<file path="config.mk">
export PLATFORM = sky130hd
export DESIGN_NAME = bresenham_line_pixel_stepper_top
export DESIGN_NICKNAME = d
export VERILOG_FILES = /design/src/design/blps_pkg.sv /design/src/design/blps_step.sv /design/src/design/bresenham_line_pixel_stepper_top.sv
export SDC_FILE = /design/constraint.sdc
export NUM_CORES = 1
export LEC_CHECK = 0
export BUFFER_PORTS_ARGS = -buffer_cell sky130_fd_sc_hd__buf_2
export CAP_MARGIN = 25
export CORE_MARGIN = 5
export CORE_UTILIZATION = 55
export DETAILED_ROUTE_END_ITERATION = 10
export GPL_TIMING_DRIVEN = 0
export PLACE_DENSITY = 0.82
export SYNTH_ARGS = -nofsm -noshare
export SYNTH_HDL_FRONTEND = slang
export SYNTH_SLANG_ARGS = --single-unit
export TNS_END_PERCENT = 50
</file>
<file path="constraint.sdc">
create_clock -name clk -period 9.2 [get_ports clk]
set_input_delay 1.84 -clock clk [delete_from_list [all_inputs] [get_ports clk]]
set_output_delay 1.84 -clock clk [all_outputs]
set_load 0.005 [all_outputs]
</file>
<file path="src/design/blps_pkg.sv">
// shared types and constants for the bresenham line pixel stepper
`default_nettype none
package blps_pkg;

    localparam int COORD_W       = 9;
    localparam int DELTA_W       = 10;
    localparam int ERR_W         = 12;
    localparam int WORD_W        = 5;
    localparam int BIT_W         = 4;
    localparam int COLOUR_W      = 16;
    localparam int S_TDATA_W     = 56;
    localparam int M_TDATA_W     = 32;

    localparam int DEF_SCREEN_WIDTH     = 320;
    localparam int DEF_SCREEN_HEIGHT    = 240;
    localparam int DEF_WORDS_PER_COLUMN = 15;

    localparam logic [COLOUR_W-1:0] ON_THRESHOLD = 16'h7777;

    localparam logic KIND_LOAD = 1'b0;
    localparam logic KIND_STEP = 1'b1;

    typedef struct packed {
        logic                    y_major;
        logic                    x_down;
        logic                    y_down;
    } dir_flags_t;

    typedef struct packed {
        logic [COORD_W-1:0]      cursor_x;
        logic [COORD_W-1:0]      cursor_y;
        logic [COORD_W-1:0]      target_x;
        logic [COORD_W-1:0]      target_y;
        logic signed [ERR_W-1:0] decision_error;
        logic [DELTA_W-1:0]      delta_major;
        logic [DELTA_W-1:0]      delta_minor;
        dir_flags_t              dir;
        logic                    line_active;
        logic                    stored_on;
    } line_state_t;

    typedef struct packed {
        logic [COORD_W-1:0]      start_x;
        logic [COORD_W-1:0]      start_y;
        logic [COORD_W-1:0]      end_x;
        logic [COORD_W-1:0]      end_y;
        logic [COLOUR_W-1:0]     colour;
    } load_t;

    typedef struct packed {
        logic [COORD_W-1:0]      pixel_x;
        logic [COORD_W-1:0]      pixel_y;
        logic                    pixel_on;
        logic                    in_bounds;
        logic [WORD_W-1:0]       word_column;
        logic [BIT_W-1:0]        bit_position;
        logic                    last;
    } pixel_t;

endpackage
`default_nettype wire

</file>
<file path="src/design/blps_step.sv">
// next-state and pixel logic for one load or step word
`default_nettype none
module blps_step #(
    parameter int SCREEN_WIDTH     = blps_pkg::DEF_SCREEN_WIDTH,
    parameter int SCREEN_HEIGHT    = blps_pkg::DEF_SCREEN_HEIGHT,
    parameter int WORDS_PER_COLUMN = blps_pkg::DEF_WORDS_PER_COLUMN
) (
    input  wire logic                  kind,
    input  wire blps_pkg::load_t       load,
    input  wire blps_pkg::line_state_t state,
    output blps_pkg::line_state_t      state_next,
    output logic                       res_valid,
    output blps_pkg::pixel_t           pixel
);

    localparam int CW = blps_pkg::COORD_W;
    localparam int DW = blps_pkg::DELTA_W;
    localparam int EW = blps_pkg::ERR_W;

    logic [CW-1:0]          dx;
    logic [CW-1:0]          dy;
    logic                   y_major_ld;
    logic [DW-1:0]          dmaj_ld;
    logic [DW-1:0]          dmin_ld;
    logic signed [EW:0]     err_ld;
    logic                   last;
    logic                   x_ok;
    logic                   y_ok;
    logic [CW-1:0]          flip;
    logic [blps_pkg::WORD_W-1:0] word;
    logic                   w_ok;
    logic                   inb;
    logic                   minor_step;
    logic signed [EW:0]     err_step;
    logic [CW-1:0]          x_stepped;
    logic [CW-1:0]          y_stepped;

    always_comb
    begin
        dx = (load.end_x >= load.start_x) ? load.end_x - load.start_x
                                          : load.start_x - load.end_x;
        dy = (load.end_y >= load.start_y) ? load.end_y - load.start_y
                                          : load.start_y - load.end_y;
        y_major_ld = !(dx > dy);
        dmaj_ld = y_major_ld ? {1'b0, dy} : {1'b0, dx};
        dmin_ld = y_major_ld ? {1'b0, dx} : {1'b0, dy};
        err_ld = $signed({2'b00, dmin_ld, 1'b0}) - $signed({3'b000, dmaj_ld});
    end

    always_comb
    begin
        last = (state.cursor_x == state.target_x) && (state.cursor_y == state.target_y);
        x_ok = {1'b0, state.cursor_x} < (CW+1)'(SCREEN_WIDTH);
        y_ok = {1'b0, state.cursor_y} < (CW+1)'(SCREEN_HEIGHT);
        flip = CW'(SCREEN_HEIGHT - 1) - state.cursor_y;
        word = flip[CW-1:4];
        w_ok = {1'b0, word} < (blps_pkg::WORD_W+1)'(WORDS_PER_COLUMN);
        inb  = x_ok && y_ok && w_ok;

        pixel.pixel_x      = state.cursor_x;
        pixel.pixel_y      = state.cursor_y;
        pixel.pixel_on     = state.stored_on;
        pixel.in_bounds    = inb;
        pixel.word_column  = inb ? word : '0;
        pixel.bit_position = inb ? flip[3:0] : '0;
        pixel.last         = last;
    end

    always_comb
    begin
        minor_step = !state.decision_error[EW-1] && (state.decision_error != '0);
        err_step = $signed({state.decision_error[EW-1], state.decision_error})
                 + $signed({2'b00, state.delta_minor, 1'b0})
                 - (minor_step ? $signed({2'b00, state.delta_major, 1'b0}) : $signed((EW+1)'(0)));
        x_stepped = state.dir.x_down ? state.cursor_x - CW'(1) : state.cursor_x + CW'(1);
        y_stepped = state.dir.y_down ? state.cursor_y - CW'(1) : state.cursor_y + CW'(1);
    end

    always_comb
    begin
        state_next = state;
        res_valid  = 1'b0;
        if (kind == blps_pkg::KIND_LOAD)
        begin
            state_next.cursor_x       = load.start_x;
            state_next.cursor_y       = load.start_y;
            state_next.target_x       = load.end_x;
            state_next.target_y       = load.end_y;
            state_next.decision_error = err_ld[EW-1:0];
            state_next.delta_major    = dmaj_ld;
            state_next.delta_minor    = dmin_ld;
            state_next.dir.y_major    = y_major_ld;
            state_next.dir.x_down     = load.end_x < load.start_x;
            state_next.dir.y_down     = load.end_y < load.start_y;
            state_next.line_active    = 1'b1;
            state_next.stored_on      = load.colour >= blps_pkg::ON_THRESHOLD;
        end
        else if (state.line_active)
        begin
            res_valid = 1'b1;
            if (last)
            begin
                state_next.line_active = 1'b0;
            end
            else
            begin
                if (state.dir.y_major)
                begin
                    state_next.cursor_y = y_stepped;
                    if (minor_step)
                    begin
                        state_next.cursor_x = x_stepped;
                    end
                end
                else
                begin
                    state_next.cursor_x = x_stepped;
                    if (minor_step)
                    begin
                        state_next.cursor_y = y_stepped;
                    end
                end
                state_next.decision_error = err_step[EW-1:0];
            end
        end
    end

endmodule
`default_nettype wire

</file>
<file path="src/design/bresenham_line_pixel_stepper_top.sv">
// top level of the bresenham line pixel stepper
//
// input channel s_axis: one word per cycle; tuser is the kind bit, 0 loads a
// line (end points and colour in tdata, no pixel produced), 1 asks for the
// next pixel of the current line (tdata ignored, no pixel if no line is live)
// output channel m_axis: one pixel word per step, tlast marks the end point
// a pixel appears on m_axis in the cycle after its step word is taken
// throughput: one word per cycle, set by the single state register update
// the state and the result register are updated in the same cycle, so the
// next word is taken in the same cycle as the held pixel leaves
// when the receiver stalls with a pixel held, s_axis_tready drops until the
// held pixel is taken; a load word is also held off then
// after reset no line is live, the output register is empty and
// s_axis_tready is high
`default_nettype none
module bresenham_line_pixel_stepper_top #(
    parameter int SCREEN_WIDTH     = blps_pkg::DEF_SCREEN_WIDTH,
    parameter int SCREEN_HEIGHT    = blps_pkg::DEF_SCREEN_HEIGHT,
    parameter int WORDS_PER_COLUMN = blps_pkg::DEF_WORDS_PER_COLUMN
) (
    input  wire logic                             clk,
    input  wire logic                             rst_n,
    input  wire logic                             s_axis_tvalid,
    output logic                                  s_axis_tready,
    // start_x, start_y, end_x, end_y, colour, zero pad
    input  wire logic [blps_pkg::S_TDATA_W-1:0]   s_axis_tdata,
    // kind
    input  wire logic                             s_axis_tuser,
    output logic                                  m_axis_tvalid,
    input  wire logic                             m_axis_tready,
    // pixel_x, pixel_y, pixel_on, in_bounds, word_column, bit_position, zero pad
    output logic [blps_pkg::M_TDATA_W-1:0]        m_axis_tdata,
    output logic                                  m_axis_tlast
);

    blps_pkg::line_state_t state_reg;
    blps_pkg::line_state_t state_next;
    blps_pkg::load_t       load;
    blps_pkg::pixel_t      pixel;
    blps_pkg::pixel_t      pixel_reg;
    logic                  res_valid;
    logic                  out_valid_reg;
    logic                  out_valid_next;
    logic                  accept;

    assign load.start_x = s_axis_tdata[8:0];
    assign load.start_y = s_axis_tdata[17:9];
    assign load.end_x   = s_axis_tdata[26:18];
    assign load.end_y   = s_axis_tdata[35:27];
    assign load.colour  = s_axis_tdata[51:36];

    blps_step #(
        .SCREEN_WIDTH     (SCREEN_WIDTH),
        .SCREEN_HEIGHT    (SCREEN_HEIGHT),
        .WORDS_PER_COLUMN (WORDS_PER_COLUMN)
    ) u_step (
        .kind       (s_axis_tuser),
        .load       (load),
        .state      (state_reg),
        .state_next (state_next),
        .res_valid  (res_valid),
        .pixel      (pixel)
    );

    assign s_axis_tready = !out_valid_reg || m_axis_tready;
    assign accept        = s_axis_tvalid && s_axis_tready;

    always_comb
    begin
        out_valid_next = out_valid_reg;
        if (accept && res_valid)
        begin
            out_valid_next = 1'b1;
        end
        else if (m_axis_tready)
        begin
            out_valid_next = 1'b0;
        end
    end

    always_ff @(posedge clk or negedge rst_n)
    begin
        if (!rst_n)
        begin
            state_reg     <= '0;
            out_valid_reg <= 1'b0;
        end
        else
        begin
            out_valid_reg <= out_valid_next;
            if (accept)
            begin
                state_reg <= state_next;
            end
        end
    end

    always_ff @(posedge clk)
    begin
        if (accept && res_valid)
        begin
            pixel_reg <= pixel;
        end
    end

    assign m_axis_tvalid = out_valid_reg;
    assign m_axis_tlast  = pixel_reg.last;
    assign m_axis_tdata  = {3'b000, pixel_reg.bit_position, pixel_reg.word_column,
                            pixel_reg.in_bounds, pixel_reg.pixel_on,
                            pixel_reg.pixel_y, pixel_reg.pixel_x};

endmodule
`default_nettype wire

</file>
==> results.ini <==
[status]
status=finished, final reports clean

[hold_path]
hold_class=register to register
holdPathEnd=m_axis_tdata[18]$_DFFE_PP_
hp-start=state_reg[0]$_DFFE_PN0P_
whs_path_depth=0

[timing]
min_period_over_period_pct=92.3
hold_viol_final=0
rsz0062_at_grt=no
setup_viol=0
max_freq_mhz=118
tns_ns=0
postLayoutSetupSlackWorst_ns=0.708
drv_slew=0
tightest_slew_ns=1.03
fin_crit_ns=8.49
max_slew_margin_pct=31.5
worst_clock_skew_ns=0.00739

[critical_path]
crit_family=compound AO/OA/AOI/OAI gates
rr_worst_depth=18
r2r_slack_ns=4.72
max_stage_delay_ns=0.41
crit_fanout=10
startpoint_type=input port
cp-end-kind=register
rr_endpoint=state_reg[35]$_DFFE_PN0P_
slowest_stage=a221o_1
required_ns=9.43
cpMostUsedCell=buf_2
worst_ep_arrival_time_ns=8.72
critPathKind=input port to register
path_buf_inv=6
reg2reg_from=state_reg[26]$_DFFE_PN0P_

[yosys]
ys.warnings.count=0
yosysTopAreaCellShare_pct=23.0
syn_area_sq_um=7820
avgSynthCellArea_sq_um=9.00
synthArstFlopShare_pct=70.6
yosys_register_bits=102
synth.distinct_cells=65
synth_top_family_by_area=compound AO/OA/AOI/OAI gates
syn_inst=869
synth_top_cell_by_area=dfrtp_1
synthXorXnorAreaFrac_pct=5.94
synth_edf_count=30
synth_fa_ha_area_share_pct=16.2
synth_area_leaders=dfrtp_1, ha_1, edfxtp_1
synth_compound_area_share_pct=18.2
yosys.area_share.simple_pct=13.9
ys.flop_type=dfrtp_1
ys_seq_area_share_pct=34.6
synthMuxAreaShare_pct=4.22

[clock_tree]
cts_buffer_depth=2
cts_resized=0
cts_setup_buffers=0
cts_made_buffers=9
clock_sinks=102
hold_buffers=0
cts_root_buf=clkbuf_16
cts.htree.levels=3
cts_tree=built
clkTransAtPathRegs_ns=0.07
clock_latency_ns=0.36

[placement]
place.gp.congestion=0.930
dp_hpwl_mm=15.8
pre_cts_ws_ns=0.329
placed_cells=1142
port_buffers=88

[power_and_ir_drop]
peakVddDrop_v=0.000206
leakage_nw=4.36
p_per_area_nw_per_um2=338

[global_route]
grt_use_total_pct=25.1
grt_max_degree=46
grt_overflow=0
antenna_found_initial=0
grt_pass1_vias=6628
grt_pass1_wl_mm=32.7

[die]
rows=43
die_x_microns=129
die_area_sq_um=16700
fp.dieH_microns=129
core-area_sq_um=13900
initial_utilization_pct=56.1
io-pin-count=96

[routing]
vias=6565
wirelength_mm=20.0
wl_per_cell_microns=17.2
drt_iter0_markers=390
drtAntennaViolNets=0
via_per_inst=5.67
drcViolationCount=0
drt-pass1-iter-count=5

[cells_and_area]
drive_gt1_share_pct=14.0
largest_reg_flops=71
utilization_pct=63.5
layout.nets=1125
n_fill_cell=1169
finalNonFillerCells=1158
diodes=0
area_growth_pct=13.1

[run]
drv_cap=0

-- how the worst max path moves through the flow --
stage,cells after the start,end,slack [ns],startpoint
6_report,34,state_reg[33]$_DFFE_PN0P_,0.71,s_axis_tdata[12]
2_1_floorplan,33,state_reg[33]$_DFFE_PN0P_,1.39,s_axis_tdata[12]
4_1_cts,32,state_reg[35]$_DFFE_PN0P_,0.64,s_axis_tdata[1]
3_5_place_dp,32,state_reg[35]$_DFFE_PN0P_,0.33,s_axis_tdata[1]
5_1_grt,34,state_reg[35]$_DFFE_PN0P_,0.15,s_axis_tdata[10]
3_3_place_gp,32,state_reg[35]$_DFFE_PN0P_,0.32,s_axis_tdata[1]
-- cells in the final DEF, fill, tap and decap left out, types with 12 or more instances in the layout --
| master | n |
|---|---|
| mux2i_1 | 24 |
| fa_1 | 17 |
| buf_2 | 90 |
| and2_1 | 15 |
| nand2_1 | 95 |
| nor3_1 | 12 |
| o21bai_1 | 13 |
| nor2b_1 | 13 |
| inv_1 | 113 |
| a21o_1 | 24 |
| ha_1 | 74 |
| o21ai_0 | 88 |
| a21oi_1 | 56 |
| xnor2_1 | 31 |
| clkbuf_1 | 17 |
| xor2_1 | 22 |
| dfrtp_1 | 72 |
| edfxtp_1 | 30 |
| nor2_1 | 30 |
-- cell type report --
type	instances	area [sq um]	share of cell area, %
plain buffers	24	113	1.27
clock buffers	9	225	2.55
clock inverters	7	72.6	0.821
inverters	114	428	4.84
multi-input cells	632	4590	51.9
flip-flops and latches	102	2700	30.6
well taps	180	225	2.55
repair buffers	90	485	5.49
-- cells by family (layout without fill, tap and decap cells) --
| kind of cell | after synthesis | after routing |
|---|---|---|
| fa+ha+maj | 91 | 91 |
| other cells | 1 | 4 |
| buf+inv | 138 | 244 |
| xor+xnor | 53 | 53 |
| flops | 102 | 102 |
| simple gates | 222 | 222 |
| mux | 32 | 32 |
| compound gates | 230 | 230 |
-- metrics by stage --
stage	instance area (sq um)	total power, mW	hold WS [ns]
global route	8840	3.30	0.480
detailed placement	8540	2.59	0.450
global placement	8500	2.53	0.433
CTS	8840	2.99	0.469
finish	8840	2.99	0.470
floorplan	7830	2.16	0.425
-- worst register-to-register path, cell delays in order (launching register included) --
cell	delay (ns)
dfrtp_1	0.41
nor4_1	0.48
a41oi_1	0.45
and2_1	0.33
fa_1	0.48
inv_1	0.07
ha_1	0.28
nor2b_1	0.12
o21ai_0	0.19
a21boi_0	0.13
o21ai_0	0.21
a21boi_0	0.13
o21ai_0	0.17
nand2b_1	0.10
a21o_1	0.19
a21oi_1	0.17
xnor2_1	0.08
a221oi_1	0.30
a21oi_1	0.07
-- layer usage --
metal	GRT usage [%]	vias up	wire [microns]
li1	-	3188	-
met1	31.8	3109	8260
met2	41.8	218	9580
met3	4.41	50	1290
met4	12.2	0	838
met5	0	-	0
-- where the power goes --
group,internal (mW),switching [mW]
registers,0.628,0.134
logic,0.815,1.03
clock network,0.193,0.191
-- synth_stat cells (3+ instances only) --
cell type / instances
a31oi_1: 7
nand2_1: 95
nor3_1: 12
o21bai_1: 13
clkbuf_1: 17
ha_1: 74
mux2_2: 8
nand3_1: 8
xor2_1: 22
o21ai_0: 88
buf_2: 3
inv_1: 113
a21o_1: 24
or3_1: 5
nor2b_1: 13
o211ai_1: 3
buf_4: 3
xnor2_1: 31
o21ai_1: 5
a21oi_2: 5
nor2_1: 32
a21oi_1: 56
edfxtp_1: 30
nand2b_1: 10
nor4_1: 7
fa_1: 17
a211oi_1: 6
and2_1: 15
nand4_1: 7
dfrtp_1: 72
mux2i_1: 24
No activity file was read; power rests on OpenSTA's default activity.
